**src/rtl/bqtrem_pkg.sv**
```systemverilog
`timescale 1ns / 1ps
package bqtrem_pkg;

  // coefficient registers, Q2.16 signed
  localparam int COEF_W = 18;

  // digit-serial multiplier: multiplier operand padded to whole digits
  localparam int DIGIT_W    = 4;
  localparam int MUL_DIGITS = 5;
  localparam int MUL_B_W    = DIGIT_W * MUL_DIGITS;

  // sine approximation, Q16 working values
  localparam int T_FRAC = 16;
  localparam int T_W    = 17;
  localparam int SINE_W = 16;
  localparam logic [T_W-1:0] T_ONE  = 17'h10000;
  localparam logic [T_W-1:0] SIN_C1 = 17'd102918;
  localparam logic [T_W-1:0] SIN_C3 = 17'd42120;
  localparam logic [T_W-1:0] SIN_C5 = 17'd4738;

  // configuration port
  localparam int DATA_W  = 32;
  localparam int ADDR_W  = 5;
  localparam int REG_IDX_W = 3;
  localparam logic [REG_IDX_W-1:0] REG_B0     = 3'd0;
  localparam logic [REG_IDX_W-1:0] REG_B1     = 3'd1;
  localparam logic [REG_IDX_W-1:0] REG_B2     = 3'd2;
  localparam logic [REG_IDX_W-1:0] REG_A1     = 3'd3;
  localparam logic [REG_IDX_W-1:0] REG_A2     = 3'd4;
  localparam logic [REG_IDX_W-1:0] REG_STEP   = 3'd5;
  localparam logic [REG_IDX_W-1:0] REG_OFFSET = 3'd6;

  localparam logic [COEF_W-1:0] B0_RESET = 18'd65536;

  typedef struct packed {
    logic [COEF_W-1:0] b0;
    logic [COEF_W-1:0] b1;
    logic [COEF_W-1:0] b2;
    logic [COEF_W-1:0] a1;
    logic [COEF_W-1:0] a2;
  } coef_set_t;

endpackage

```
**src/rtl/biquad_lowpass_stereo_tremolo_unit.sv**
```systemverilog
`timescale 1ns / 1ps
// Mono-in, stereo-out audio block: each input sample goes through a
// direct-form-I biquad (five Q2.16 coefficients, a1/a2 subtracted), the
// saturated filter output is kept as feedback history, and it is then scaled
// by sin(phase) for the left channel and sin(offset - phase) for the right,
// with the phase advancing by phase_step before every sample. All fifteen
// products (five taps, four per sine, one gain per channel) run one after
// another through a single 4-bit digit-serial multiplier, and the block takes
// no new sample until the last one's result has moved into the output
// register. A finished result waits in that output register while the next
// sample is taken in. The user must write registers over the APB-style port
// only while no sample is in flight; the block itself does not enforce this.
module biquad_lowpass_stereo_tremolo_unit #(
  parameter int SAMPLE_WIDTH    = 16,
  parameter int COEF_FRAC_BITS  = 16,
  parameter int PHASE_WIDTH     = 32,
  parameter int SINE_TABLE_BITS = 10
) (
  input  logic                              clk,
  input  logic                              rst_n,
  input  logic                              in_valid,
  output logic                              in_ready,
  input  logic signed [SAMPLE_WIDTH-1:0]    in_sample,
  output logic                              out_valid,
  input  logic                              out_ready,
  output logic signed [SAMPLE_WIDTH-1:0]    out_left_sample,
  output logic signed [SAMPLE_WIDTH-1:0]    out_right_sample,
  input  logic                              cfg_psel,
  input  logic                              cfg_penable,
  input  logic                              cfg_pwrite,
  input  logic [bqtrem_pkg::ADDR_W-1:0]     cfg_paddr,
  input  logic [bqtrem_pkg::DATA_W-1:0]     cfg_pwdata,
  output logic [bqtrem_pkg::DATA_W-1:0]     cfg_prdata,
  output logic                              cfg_pready
);

  bqtrem_pkg::coef_set_t  coefs;
  logic [PHASE_WIDTH-1:0] phase_step;
  logic [PHASE_WIDTH-1:0] phase_offset;

  bqtrem_cfg #(
    .PHASE_WIDTH (PHASE_WIDTH)
  ) u_cfg (
    .clk          (clk),
    .rst_n        (rst_n),
    .cfg_psel     (cfg_psel),
    .cfg_penable  (cfg_penable),
    .cfg_pwrite   (cfg_pwrite),
    .cfg_paddr    (cfg_paddr),
    .cfg_pwdata   (cfg_pwdata),
    .cfg_prdata   (cfg_prdata),
    .cfg_pready   (cfg_pready),
    .coefs        (coefs),
    .phase_step   (phase_step),
    .phase_offset (phase_offset)
  );

  bqtrem_core #(
    .SAMPLE_WIDTH    (SAMPLE_WIDTH),
    .COEF_FRAC_BITS  (COEF_FRAC_BITS),
    .PHASE_WIDTH     (PHASE_WIDTH),
    .SINE_TABLE_BITS (SINE_TABLE_BITS)
  ) u_core (
    .clk              (clk),
    .rst_n            (rst_n),
    .in_valid         (in_valid),
    .in_ready         (in_ready),
    .in_sample        (in_sample),
    .out_valid        (out_valid),
    .out_ready        (out_ready),
    .out_left_sample  (out_left_sample),
    .out_right_sample (out_right_sample),
    .coefs            (coefs),
    .phase_step       (phase_step),
    .phase_offset     (phase_offset)
  );

endmodule

```
**src/rtl/bqtrem_mac.sv**
```systemverilog
`timescale 1ns / 1ps
module bqtrem_mac #(
  parameter int A_W = 18
) (
  input  logic                                          clk,
  input  logic                                          rst_n,
  input  logic                                          start,
  input  logic signed [A_W-1:0]                         a,
  input  logic signed [bqtrem_pkg::COEF_W-1:0]          b,
  output logic                                          done,
  output logic signed [A_W+bqtrem_pkg::MUL_B_W-1:0]     prod
);

  localparam int P_W   = A_W + bqtrem_pkg::MUL_B_W;
  localparam int DW    = bqtrem_pkg::DIGIT_W;
  localparam int BW    = bqtrem_pkg::MUL_B_W;
  localparam int CNT_W = $clog2(bqtrem_pkg::MUL_DIGITS + 1);

  logic signed [A_W-1:0] a_r, a_nxt;
  logic [BW-1:0]         b_r, b_nxt;
  logic signed [P_W-1:0] p_r, p_nxt;
  logic [CNT_W-1:0]      cnt_r, cnt_nxt;
  logic                  busy_r, busy_nxt;
  logic                  done_r, done_nxt;

  logic [DW-1:0]          digit;
  logic                   first;
  logic signed [DW:0]     dig_s;
  logic signed [A_W+DW:0] term;

  // msb digit first; only the top digit carries the sign
  assign digit = b_r[BW-1 -: DW];
  assign first = (cnt_r == CNT_W'(bqtrem_pkg::MUL_DIGITS));
  assign dig_s = {first & digit[DW-1], digit};
  assign term  = a_r * dig_s;

  always_comb begin
    a_nxt    = a_r;
    b_nxt    = b_r;
    p_nxt    = p_r;
    cnt_nxt  = cnt_r;
    busy_nxt = busy_r;
    done_nxt = 1'b0;
    if (start) begin
      a_nxt    = a;
      b_nxt    = BW'(b);
      p_nxt    = '0;
      cnt_nxt  = CNT_W'(bqtrem_pkg::MUL_DIGITS);
      busy_nxt = 1'b1;
    end else if (busy_r) begin
      p_nxt   = (p_r <<< DW) + P_W'(term);
      b_nxt   = b_r << DW;
      cnt_nxt = cnt_r - CNT_W'(1);
      if (cnt_r == CNT_W'(1)) begin
        busy_nxt = 1'b0;
        done_nxt = 1'b1;
      end
    end
  end

  always_ff @(posedge clk) begin
    if (!rst_n) begin
      cnt_r  <= '0;
      busy_r <= 1'b0;
      done_r <= 1'b0;
    end else begin
      cnt_r  <= cnt_nxt;
      busy_r <= busy_nxt;
      done_r <= done_nxt;
    end
  end

  always_ff @(posedge clk) begin
    a_r <= a_nxt;
    b_r <= b_nxt;
    p_r <= p_nxt;
  end

  assign done = done_r;
  assign prod = p_r;

endmodule

```
**src/rtl/bqtrem_cfg.sv**
```systemverilog
`timescale 1ns / 1ps
module bqtrem_cfg #(
  parameter int PHASE_WIDTH = 32
) (
  input  logic                              clk,
  input  logic                              rst_n,
  input  logic                              cfg_psel,
  input  logic                              cfg_penable,
  input  logic                              cfg_pwrite,
  input  logic [bqtrem_pkg::ADDR_W-1:0]     cfg_paddr,
  input  logic [bqtrem_pkg::DATA_W-1:0]     cfg_pwdata,
  output logic [bqtrem_pkg::DATA_W-1:0]     cfg_prdata,
  output logic                              cfg_pready,
  output bqtrem_pkg::coef_set_t             coefs,
  output logic [PHASE_WIDTH-1:0]            phase_step,
  output logic [PHASE_WIDTH-1:0]            phase_offset
);

  localparam int DW = bqtrem_pkg::DATA_W;
  localparam int CW = bqtrem_pkg::COEF_W;

  bqtrem_pkg::coef_set_t        coef_r, coef_nxt;
  logic [PHASE_WIDTH-1:0]       step_r, step_nxt;
  logic [PHASE_WIDTH-1:0]       offset_r, offset_nxt;
  logic                         wr_en;
  logic [bqtrem_pkg::REG_IDX_W-1:0] idx;

  assign wr_en = cfg_psel & cfg_penable & cfg_pwrite;
  assign idx   = cfg_paddr[bqtrem_pkg::ADDR_W-1:2];

  always_comb begin
    coef_nxt   = coef_r;
    step_nxt   = step_r;
    offset_nxt = offset_r;
    if (wr_en) begin
      unique case (idx)
        bqtrem_pkg::REG_B0:     coef_nxt.b0 = cfg_pwdata[CW-1:0];
        bqtrem_pkg::REG_B1:     coef_nxt.b1 = cfg_pwdata[CW-1:0];
        bqtrem_pkg::REG_B2:     coef_nxt.b2 = cfg_pwdata[CW-1:0];
        bqtrem_pkg::REG_A1:     coef_nxt.a1 = cfg_pwdata[CW-1:0];
        bqtrem_pkg::REG_A2:     coef_nxt.a2 = cfg_pwdata[CW-1:0];
        bqtrem_pkg::REG_STEP:   step_nxt    = PHASE_WIDTH'(cfg_pwdata);
        bqtrem_pkg::REG_OFFSET: offset_nxt  = PHASE_WIDTH'(cfg_pwdata);
        default: ;
      endcase
    end
  end

  always_comb begin
    unique case (idx)
      bqtrem_pkg::REG_B0:     cfg_prdata = DW'($signed(coef_r.b0));
      bqtrem_pkg::REG_B1:     cfg_prdata = DW'($signed(coef_r.b1));
      bqtrem_pkg::REG_B2:     cfg_prdata = DW'($signed(coef_r.b2));
      bqtrem_pkg::REG_A1:     cfg_prdata = DW'($signed(coef_r.a1));
      bqtrem_pkg::REG_A2:     cfg_prdata = DW'($signed(coef_r.a2));
      bqtrem_pkg::REG_STEP:   cfg_prdata = DW'(step_r);
      bqtrem_pkg::REG_OFFSET: cfg_prdata = DW'(offset_r);
      default:                cfg_prdata = '0;
    endcase
  end

  always_ff @(posedge clk) begin
    if (!rst_n) begin
      coef_r.b0 <= bqtrem_pkg::B0_RESET;
      coef_r.b1 <= '0;
      coef_r.b2 <= '0;
      coef_r.a1 <= '0;
      coef_r.a2 <= '0;
      step_r    <= PHASE_WIDTH'(32'd527015);
      offset_r  <= PHASE_WIDTH'(32'd1766382618);
    end else begin
      coef_r    <= coef_nxt;
      step_r    <= step_nxt;
      offset_r  <= offset_nxt;
    end
  end

  assign cfg_pready   = 1'b1;
  assign coefs        = coef_r;
  assign phase_step   = step_r;
  assign phase_offset = offset_r;

endmodule

```
**src/rtl/bqtrem_core.sv**
```systemverilog
`timescale 1ns / 1ps
module bqtrem_core #(
  parameter int SAMPLE_WIDTH    = 16,
  parameter int COEF_FRAC_BITS  = 16,
  parameter int PHASE_WIDTH     = 32,
  parameter int SINE_TABLE_BITS = 10
) (
  input  logic                           clk,
  input  logic                           rst_n,
  input  logic                           in_valid,
  output logic                           in_ready,
  input  logic signed [SAMPLE_WIDTH-1:0] in_sample,
  output logic                           out_valid,
  input  logic                           out_ready,
  output logic signed [SAMPLE_WIDTH-1:0] out_left_sample,
  output logic signed [SAMPLE_WIDTH-1:0] out_right_sample,
  input  bqtrem_pkg::coef_set_t          coefs,
  input  logic [PHASE_WIDTH-1:0]         phase_step,
  input  logic [PHASE_WIDTH-1:0]         phase_offset
);

  localparam int SW     = SAMPLE_WIDTH;
  localparam int CW     = bqtrem_pkg::COEF_W;
  localparam int TW     = bqtrem_pkg::T_W;
  localparam int AW     = (SW > TW + 1) ? SW : TW + 1;
  localparam int PW     = AW + bqtrem_pkg::MUL_B_W;
  localparam int SUMW   = PW + 3;
  localparam int P_BITS = SINE_TABLE_BITS - 2;
  localparam int T_SHIFT = bqtrem_pkg::T_FRAC - P_BITS;

  localparam logic signed [SUMW-1:0] SUM_HALF  = SUMW'(1) << (COEF_FRAC_BITS - 1);
  localparam logic signed [PW-1:0]   PROD_HALF = PW'(1) << 14;
  localparam logic signed [SW-1:0]   S_MAX = {1'b0, {(SW-1){1'b1}}};
  localparam logic signed [SW-1:0]   S_MIN = {1'b1, {(SW-1){1'b0}}};

  localparam logic [1:0] ST_IDLE  = 2'd0;
  localparam logic [1:0] ST_ISSUE = 2'd1;
  localparam logic [1:0] ST_WAIT  = 2'd2;
  localparam logic [1:0] ST_OUT   = 2'd3;

  // product schedule: five filter taps, then sine and gain per channel
  localparam logic [3:0] OP_B0    = 4'd0;
  localparam logic [3:0] OP_B1    = 4'd1;
  localparam logic [3:0] OP_B2    = 4'd2;
  localparam logic [3:0] OP_A1    = 4'd3;
  localparam logic [3:0] OP_A2    = 4'd4;
  localparam logic [3:0] OP_SQ_L  = 4'd5;
  localparam logic [3:0] OP_C5_L  = 4'd6;
  localparam logic [3:0] OP_IN_L  = 4'd7;
  localparam logic [3:0] OP_SIN_L = 4'd8;
  localparam logic [3:0] OP_TR_L  = 4'd9;
  localparam logic [3:0] OP_SQ_R  = 4'd10;
  localparam logic [3:0] OP_C5_R  = 4'd11;
  localparam logic [3:0] OP_IN_R  = 4'd12;
  localparam logic [3:0] OP_SIN_R = 4'd13;
  localparam logic [3:0] OP_TR_R  = 4'd14;

  logic [1:0]               state_r, state_nxt;
  logic [3:0]               op_r, op_nxt;
  logic signed [SW-1:0]     x_r, x_nxt, x1_r, x1_nxt, x2_r, x2_nxt;
  logic signed [SW-1:0]     y1_r, y1_nxt, y2_r, y2_nxt, y_r, y_nxt;
  logic [PHASE_WIDTH-1:0]   phase_r, phase_nxt;
  logic signed [SUMW-1:0]   sum_r, sum_nxt;
  logic [TW-1:0]            t_r, t_nxt, t2_r, t2_nxt, inner_r, inner_nxt;
  logic [1:0]               quad_r, quad_nxt;
  logic signed [bqtrem_pkg::SINE_W-1:0] sine_r, sine_nxt;
  logic signed [SW-1:0]     left_r, left_nxt, right_r, right_nxt;
  logic signed [SW-1:0]     out_left_r, out_left_nxt, out_right_r, out_right_nxt;
  logic                     out_valid_r, out_valid_nxt;

  logic                     mac_start, mac_done;
  logic signed [AW-1:0]     mac_a;
  logic signed [CW-1:0]     mac_b;
  logic signed [PW-1:0]     prod;

  logic [PHASE_WIDTH-1:0]     mir_phase, sel_phase;
  logic [SINE_TABLE_BITS-1:0] idx;
  logic [1:0]                 quad;
  logic [TW-1:0]              t_raw, t_cur;
  logic signed [SUMW-1:0]     rnd_sum, sh_sum;
  logic signed [SW-1:0]       y_new;
  logic signed [PW-1:0]       rnd_p, sh_p;
  logic signed [SW-1:0]       trem;
  logic [TW:0]                s_raw, s_rnd;
  logic [14:0]                s_mag;
  logic signed [bqtrem_pkg::SINE_W-1:0] sine_new;

  // sine argument: table index taken from the top bits of the phase
  assign mir_phase = phase_offset - phase_r;
  assign sel_phase = (op_r == OP_SQ_L) ? phase_r : mir_phase;
  assign idx       = sel_phase[PHASE_WIDTH-1 -: SINE_TABLE_BITS];
  assign quad      = idx[SINE_TABLE_BITS-1 -: 2];
  assign t_raw     = TW'(idx[P_BITS-1:0]) << T_SHIFT;
  assign t_cur     = quad[0] ? (bqtrem_pkg::T_ONE - t_raw) : t_raw;

  // filter output: round half up, floor shift, saturate
  assign rnd_sum = sum_r + SUM_HALF;
  assign sh_sum  = rnd_sum >>> COEF_FRAC_BITS;
  always_comb begin
    if ((&sh_sum[SUMW-1:SW-1]) || ~(|sh_sum[SUMW-1:SW-1])) begin
      y_new = sh_sum[SW-1:0];
    end else begin
      y_new = sh_sum[SUMW-1] ? S_MIN : S_MAX;
    end
  end

  // tremolo gain product back to sample format
  assign rnd_p = prod + PROD_HALF;
  assign sh_p  = rnd_p >>> 15;
  always_comb begin
    if ((&sh_p[PW-1:SW-1]) || ~(|sh_p[PW-1:SW-1])) begin
      trem = sh_p[SW-1:0];
    end else begin
      trem = sh_p[PW-1] ? S_MIN : S_MAX;
    end
  end

  // sine magnitude from Q16 to Q1.15, clamped, signed by quadrant
  assign s_raw    = prod[33:16];
  assign s_rnd    = (s_raw + (TW+1)'(1)) >> 1;
  assign s_mag    = (s_rnd > (TW+1)'(32767)) ? 15'h7fff : s_rnd[14:0];
  assign sine_new = quad_r[1] ? -$signed({1'b0, s_mag}) : $signed({1'b0, s_mag});

  always_comb begin
    case (op_r) inside
      OP_B0: begin
        mac_a = AW'(x_r);
        mac_b = $signed(coefs.b0);
      end
      OP_B1: begin
        mac_a = AW'(x1_r);
        mac_b = $signed(coefs.b1);
      end
      OP_B2: begin
        mac_a = AW'(x2_r);
        mac_b = $signed(coefs.b2);
      end
      OP_A1: begin
        mac_a = AW'(y1_r);
        mac_b = $signed(coefs.a1);
      end
      OP_A2: begin
        mac_a = AW'(y2_r);
        mac_b = $signed(coefs.a2);
      end
      OP_SQ_L, OP_SQ_R: begin
        mac_a = $signed(AW'(t_cur));
        mac_b = $signed(CW'(t_cur));
      end
      OP_C5_L, OP_C5_R: begin
        mac_a = $signed(AW'(t2_r));
        mac_b = $signed(CW'(bqtrem_pkg::SIN_C5));
      end
      OP_IN_L, OP_IN_R: begin
        mac_a = $signed(AW'(t2_r));
        mac_b = $signed(CW'(inner_r));
      end
      OP_SIN_L, OP_SIN_R: begin
        mac_a = $signed(AW'(t_r));
        mac_b = $signed(CW'(inner_r));
      end
      OP_TR_L, OP_TR_R: begin
        mac_a = AW'(y_r);
        mac_b = CW'(sine_r);
      end
      default: begin
        mac_a = '0;
        mac_b = '0;
      end
    endcase
  end

  bqtrem_mac #(
    .A_W (AW)
  ) u_mac (
    .clk   (clk),
    .rst_n (rst_n),
    .start (mac_start),
    .a     (mac_a),
    .b     (mac_b),
    .done  (mac_done),
    .prod  (prod)
  );

  always_comb begin
    state_nxt     = state_r;
    op_nxt        = op_r;
    x_nxt         = x_r;
    x1_nxt        = x1_r;
    x2_nxt        = x2_r;
    y1_nxt        = y1_r;
    y2_nxt        = y2_r;
    y_nxt         = y_r;
    phase_nxt     = phase_r;
    sum_nxt       = sum_r;
    t_nxt         = t_r;
    t2_nxt        = t2_r;
    inner_nxt     = inner_r;
    quad_nxt      = quad_r;
    sine_nxt      = sine_r;
    left_nxt      = left_r;
    right_nxt     = right_r;
    out_left_nxt  = out_left_r;
    out_right_nxt = out_right_r;
    out_valid_nxt = out_valid_r;
    mac_start     = 1'b0;

    if (out_valid_r && out_ready) begin
      out_valid_nxt = 1'b0;
    end

    unique case (state_r)
      ST_IDLE: begin
        if (in_valid) begin
          x_nxt     = in_sample;
          phase_nxt = phase_r + phase_step;
          op_nxt    = OP_B0;
          state_nxt = ST_ISSUE;
        end
      end
      ST_ISSUE: begin
        mac_start = 1'b1;
        if (op_r == OP_SQ_L) begin
          // filter sum is complete here: latch y and shift the history
          y_nxt  = y_new;
          x2_nxt = x1_r;
          x1_nxt = x_r;
          y2_nxt = y1_r;
          y1_nxt = y_new;
        end
        if (op_r == OP_SQ_L || op_r == OP_SQ_R) begin
          t_nxt    = t_cur;
          quad_nxt = quad;
        end
        state_nxt = ST_WAIT;
      end
      ST_WAIT: begin
        if (mac_done) begin
          case (op_r) inside
            OP_B0:              sum_nxt   = SUMW'(prod);
            OP_B1, OP_B2:       sum_nxt   = sum_r + SUMW'(prod);
            OP_A1, OP_A2:       sum_nxt   = sum_r - SUMW'(prod);
            OP_SQ_L, OP_SQ_R:   t2_nxt    = prod[32:16];
            OP_C5_L, OP_C5_R:   inner_nxt = bqtrem_pkg::SIN_C3 - prod[32:16];
            OP_IN_L, OP_IN_R:   inner_nxt = bqtrem_pkg::SIN_C1 - prod[32:16];
            OP_SIN_L, OP_SIN_R: sine_nxt  = sine_new;
            OP_TR_L:            left_nxt  = trem;
            OP_TR_R:            right_nxt = trem;
            default: ;
          endcase
          if (op_r == OP_TR_R) begin
            state_nxt = ST_OUT;
          end else begin
            op_nxt    = op_r + 4'd1;
            state_nxt = ST_ISSUE;
          end
        end
      end
      ST_OUT: begin
        if (!out_valid_r || out_ready) begin
          out_left_nxt  = left_r;
          out_right_nxt = right_r;
          out_valid_nxt = 1'b1;
          state_nxt     = ST_IDLE;
        end
      end
      default: state_nxt = ST_IDLE;
    endcase
  end

  always_ff @(posedge clk) begin
    if (!rst_n) begin
      state_r     <= ST_IDLE;
      op_r        <= OP_B0;
      x1_r        <= '0;
      x2_r        <= '0;
      y1_r        <= '0;
      y2_r        <= '0;
      phase_r     <= '0;
      out_valid_r <= 1'b0;
    end else begin
      state_r     <= state_nxt;
      op_r        <= op_nxt;
      x1_r        <= x1_nxt;
      x2_r        <= x2_nxt;
      y1_r        <= y1_nxt;
      y2_r        <= y2_nxt;
      phase_r     <= phase_nxt;
      out_valid_r <= out_valid_nxt;
    end
  end

  always_ff @(posedge clk) begin
    x_r         <= x_nxt;
    y_r         <= y_nxt;
    sum_r       <= sum_nxt;
    t_r         <= t_nxt;
    t2_r        <= t2_nxt;
    inner_r     <= inner_nxt;
    quad_r      <= quad_nxt;
    sine_r      <= sine_nxt;
    left_r      <= left_nxt;
    right_r     <= right_nxt;
    out_left_r  <= out_left_nxt;
    out_right_r <= out_right_nxt;
  end

  assign in_ready         = (state_r == ST_IDLE);
  assign out_valid        = out_valid_r;
  assign out_left_sample  = out_left_r;
  assign out_right_sample = out_right_r;

endmodule

```
**config.mk**
```make
export PLATFORM = sky130hd
export DESIGN_NAME = biquad_lowpass_stereo_tremolo_unit
export DESIGN_NICKNAME = d
export VERILOG_FILES = /design/src/rtl/bqtrem_pkg.sv /design/src/rtl/biquad_lowpass_stereo_tremolo_unit.sv /design/src/rtl/bqtrem_mac.sv /design/src/rtl/bqtrem_cfg.sv /design/src/rtl/bqtrem_core.sv
export SDC_FILE = /design/constraint.sdc
export NUM_CORES = 2
export LEC_CHECK = 0
export ABC_CLOCK_PERIOD_IN_PS = 5900
export BUFFER_PORTS_ARGS = -buffer_cell sky130_fd_sc_hd__buf_2
export CORE_MARGIN = 3
export CORE_UTILIZATION = 64
export CTS_BUF_LIST = sky130_fd_sc_hd__clkbuf_8 sky130_fd_sc_hd__clkbuf_16
export DETAILED_ROUTE_END_ITERATION = 8
export PLACE_DENSITY = 0.91
export SLEW_MARGIN = 20
export SYNTH_ARGS = -nofsm -noshare
export SYNTH_HDL_FRONTEND = slang
export SYNTH_HIERARCHICAL = 1
export SYNTH_SLANG_ARGS = --single-unit
export TNS_END_PERCENT = 30
```
**constraint.sdc**
```tcl
create_clock -name clk -period 5.9 [get_ports clk]
set_input_delay 0.885 -clock clk [delete_from_list [all_inputs] [get_ports clk]]
set_output_delay 0.885 -clock clk [all_outputs]
set_load 0.01 [all_outputs]
```
==> results.json <==
{
  "gp_congestion": 0.969,
  "synth_most_common_cell": "nand2_1",
  "rows": 86,
  "netlist_instances": 3945,
  "syn-cell-area_sq_um": 36300,
  "p_switching_mw": 6.48,
  "utilization_pct": 71.3,
  "dr.pass1.iters": 9,
  "hold_viol": 0,
  "path_max_fanout": 4,
  "clock_tree.root_cell": "clkbuf_16",
  "power_mw": 16.0,
  "grt_max_degree": 130,
  "htreeDepth": 2,
  "overflow": 0,
  "power.share.clock_pct": 24.8,
  "core_sq_um": 55600,
  "yosysTopAreaCell": "edfxtp_1",
  "grt.total_usage_pct": 35.0,
  "areaGrowthSynthToFinish_pct": 9.21,
  "layout-drive-gt1-share_pct": 10.0,
  "clk_latency_ps": 650,
  "worst_pin_slew_ps": 1230,
  "routed_wl_mm": 107,
  "yosysWarnings": 6,
  "power_frac_seq_pct": 28.2,
  "antenna_found_initial": 0,
  "synth.distinct_cells": 115,
  "cp.required_ps": 6410,
  "synth_nets": 4326,
  "post-route-period-util_pct": 95.3,
  "synth-edff-count": 235,
  "vdd_drop_max_mv": 0.532,
  "io_buffers": 123,
  "drc": 1,
  "num_vias": 31800,
  "viasPerCell": 6.64,
  "yosys_most_used_dff": "dfxtp_1",
  "die_y_um": 244,
  "swShare_pct": 40.4,
  "dp.cells": 4671,
  "ioPinCount": 127,
  "netlist.area_leader.share_pct": 19.4,
  "crit_type": "reg -> reg",
  "async_flop_share_pct": 0,
  "drt_iter0_markers": 4225,
  "cap_violations": 0,
  "grt_pass1_vias": 31100,
  "clock-sinks": 535,
  "synth.area.top_cells": "edfxtp_1 19%, dfxtp_1 17%, ha_1 6.9%, fa_1 6.7%, nand2_1 5.4%",
  "clk_pin_slew_ps": 70,
  "hp-class": "reg -> reg",
  "arrival_ps": 6130,
  "tns_ps": 0,
  "layout_min_cycle_time_ps": 5620,
  "slew_headroom_pct": 18.1,
  "status": "finished with violations",
  "cp-end-kind": "register",
  "hpwl_mm": 75.1,
  "ant_nets": 0,
  "skew_ps": 35.2,
  "synth_common_cells": "521 x nand2_1, 300 x dfxtp_1, 254 x inv_1",
  "initial_utilization_pct": 65.3,
  "grt_pass1_wl_mm": 167,
  "fin_nets": 4366,
  "final_cells": 4783,
  "synth_seq_cells": 535,
  "powerDensity_nw_per_um2": 404,
  "setup_violations": 0,
  "die_area_sq_um": 59600,
  "whs_ps": 413,
  "cts.path.max_buffers": 3,
  "cts_buffers": 57,
  "fmax_mhz": 178,
  "violations": "design-rule violations",
  "syn_area_per_cell_sq_um": 9.20,
  "intPower_mw": 9.54,
  "slew_viol_final": 0,
  "power_leakage_nw": 15.9,
  "fillCellCount": 3808,
  "rsz0062_at_grt": "false",
  "cp-start-kind": "register",
  "wl_per_cell_um": 22.4,
  "die_w_um": 244,
  "pwr-share-comb_pct": 47.0,
  "cts_tree": "yes",
  "yosysSeqAreaShare_pct": 36.0
}
==> layout make-up <==
class | instances | area [sq um] | share of cell area, %
antenna | 1 | 2.50 | 0.00631
clock buffer | 61 | 1480 | 3.74
clock inverter | 47 | 601 | 1.51
inverter | 257 | 965 | 2.43
multi-input combinational | 2940 | 21400 | 54.1
sequential | 535 | 13100 | 32.9
tap | 748 | 936 | 2.36
timing repair buffer | 194 | 1170 | 2.95
==> state kept, by name, indices dropped and copies added, names as in the netlist, 17 cells and up <==
name	flops
u_core/sum_r	41
u_core/u_mac/a_r	18
u_cfg/coefs	90
u_core/u_mac/b_r	20
u_cfg/phase_step	32
u_core/u_mac/prod	38
u_cfg/phase_offset	32
u_core/phase_r	32
u_core/inner_r	17
u_core/t2_r	17
==> critical path, stage by stage, from the launching register on <==
cell	delay (ps)
dfxtp_1	410
ha_1	210
nand3_1	100
or2_2	290
fa_1	490
inv_1	50
fa_1	450
fa_1	500
inv_1	60
fa_1	470
inv_1	80
ha_1	170
inv_1	70
fa_1	450
nor2b_1	130
o21ai_0	110
a21oi_1	280
o211a_1	310
o22ai_2	140
o211ai_2	270
nor3_1	90
or3_1	370
==> logic make-up after synthesis <==
group / count (synthesis) / synth area share (%)
flip-flops: 535 / 36.0
adder cells (fa/ha/maj): 321 / 13.6
XOR/XNOR: 214 / 5.18
multiplexers: 207 / 5.89
other: 1 / 0.0103
buffers and inverters: 470 / 5.16
AO/OA/AOI/OAI: 992 / 18.5
AND/OR/NAND/NOR: 1205 / 15.7
==> power by group through the flow <==
stage	clock network [mW]	logic, mW	registers (mW)
after global routing	4.15	8.27	4.53
after detailed placement	0	7.18	4.57
after CTS	4.00	7.33	4.50
final	3.98	7.53	4.52
after global placement	0	6.86	4.56
after floorplan	0	5.57	4.42
==> final timing paths <==
path                              start                          end  slack, ps  cells after the start
hold reg to reg      u_core/right_r[12]  u_core/out_right_sample[12]        410                      0
setup reg to reg  u_core/u_mac/cnt_r[0]        u_core/u_mac/prod[30]        280                     21
setup / recovery  u_core/u_mac/cnt_r[0]        u_core/u_mac/prod[30]        280                     21
hold / removal       u_core/right_r[12]  u_core/out_right_sample[12]        410                      0
==> through the flow <==
step	setup slack, ps	cell area, sq um
floorplan	618	36300
detailed placement	276	37500
finish	279	39700
CTS	180	39600
global placement	343	37500
global route	4.98	39700
==> layout by cell type (no fill, tap or decap), types with 64 or more instances in the layout <==
| master | count |
|---|---|
| nand2_1 | 519 |
| dfxtp_1 | 299 |
| inv_1 | 263 |
| edfxtp_1 | 235 |
| a21oi_1 | 221 |
| nor2_1 | 218 |
| ha_1 | 199 |
| o21ai_0 | 188 |
| mux2i_1 | 171 |
| xnor2_1 | 144 |
| buf_2 | 122 |
| fa_1 | 122 |
| and2_1 | 106 |
| nand3_1 | 78 |
| buf_4 | 70 |
| xor2_1 | 69 |
| a21boi_0 | 64 |
==> layer usage <==
metal,track usage (%),routed length (um),vias up
met1,44.3,39800,15100
met2,55.7,48100,2062
met4,21.0,7310,0
met5,0,0,-
li1,-,-,14100
met3,6.90,12000,474
==> timing repair <==
action	in CTS	in global routing
setup endpoints to repair	0	10
resized for setup	0	3
buffers inserted	0	3
hold buffers	0	0
No activity file was read; power rests on OpenSTA's default activity.
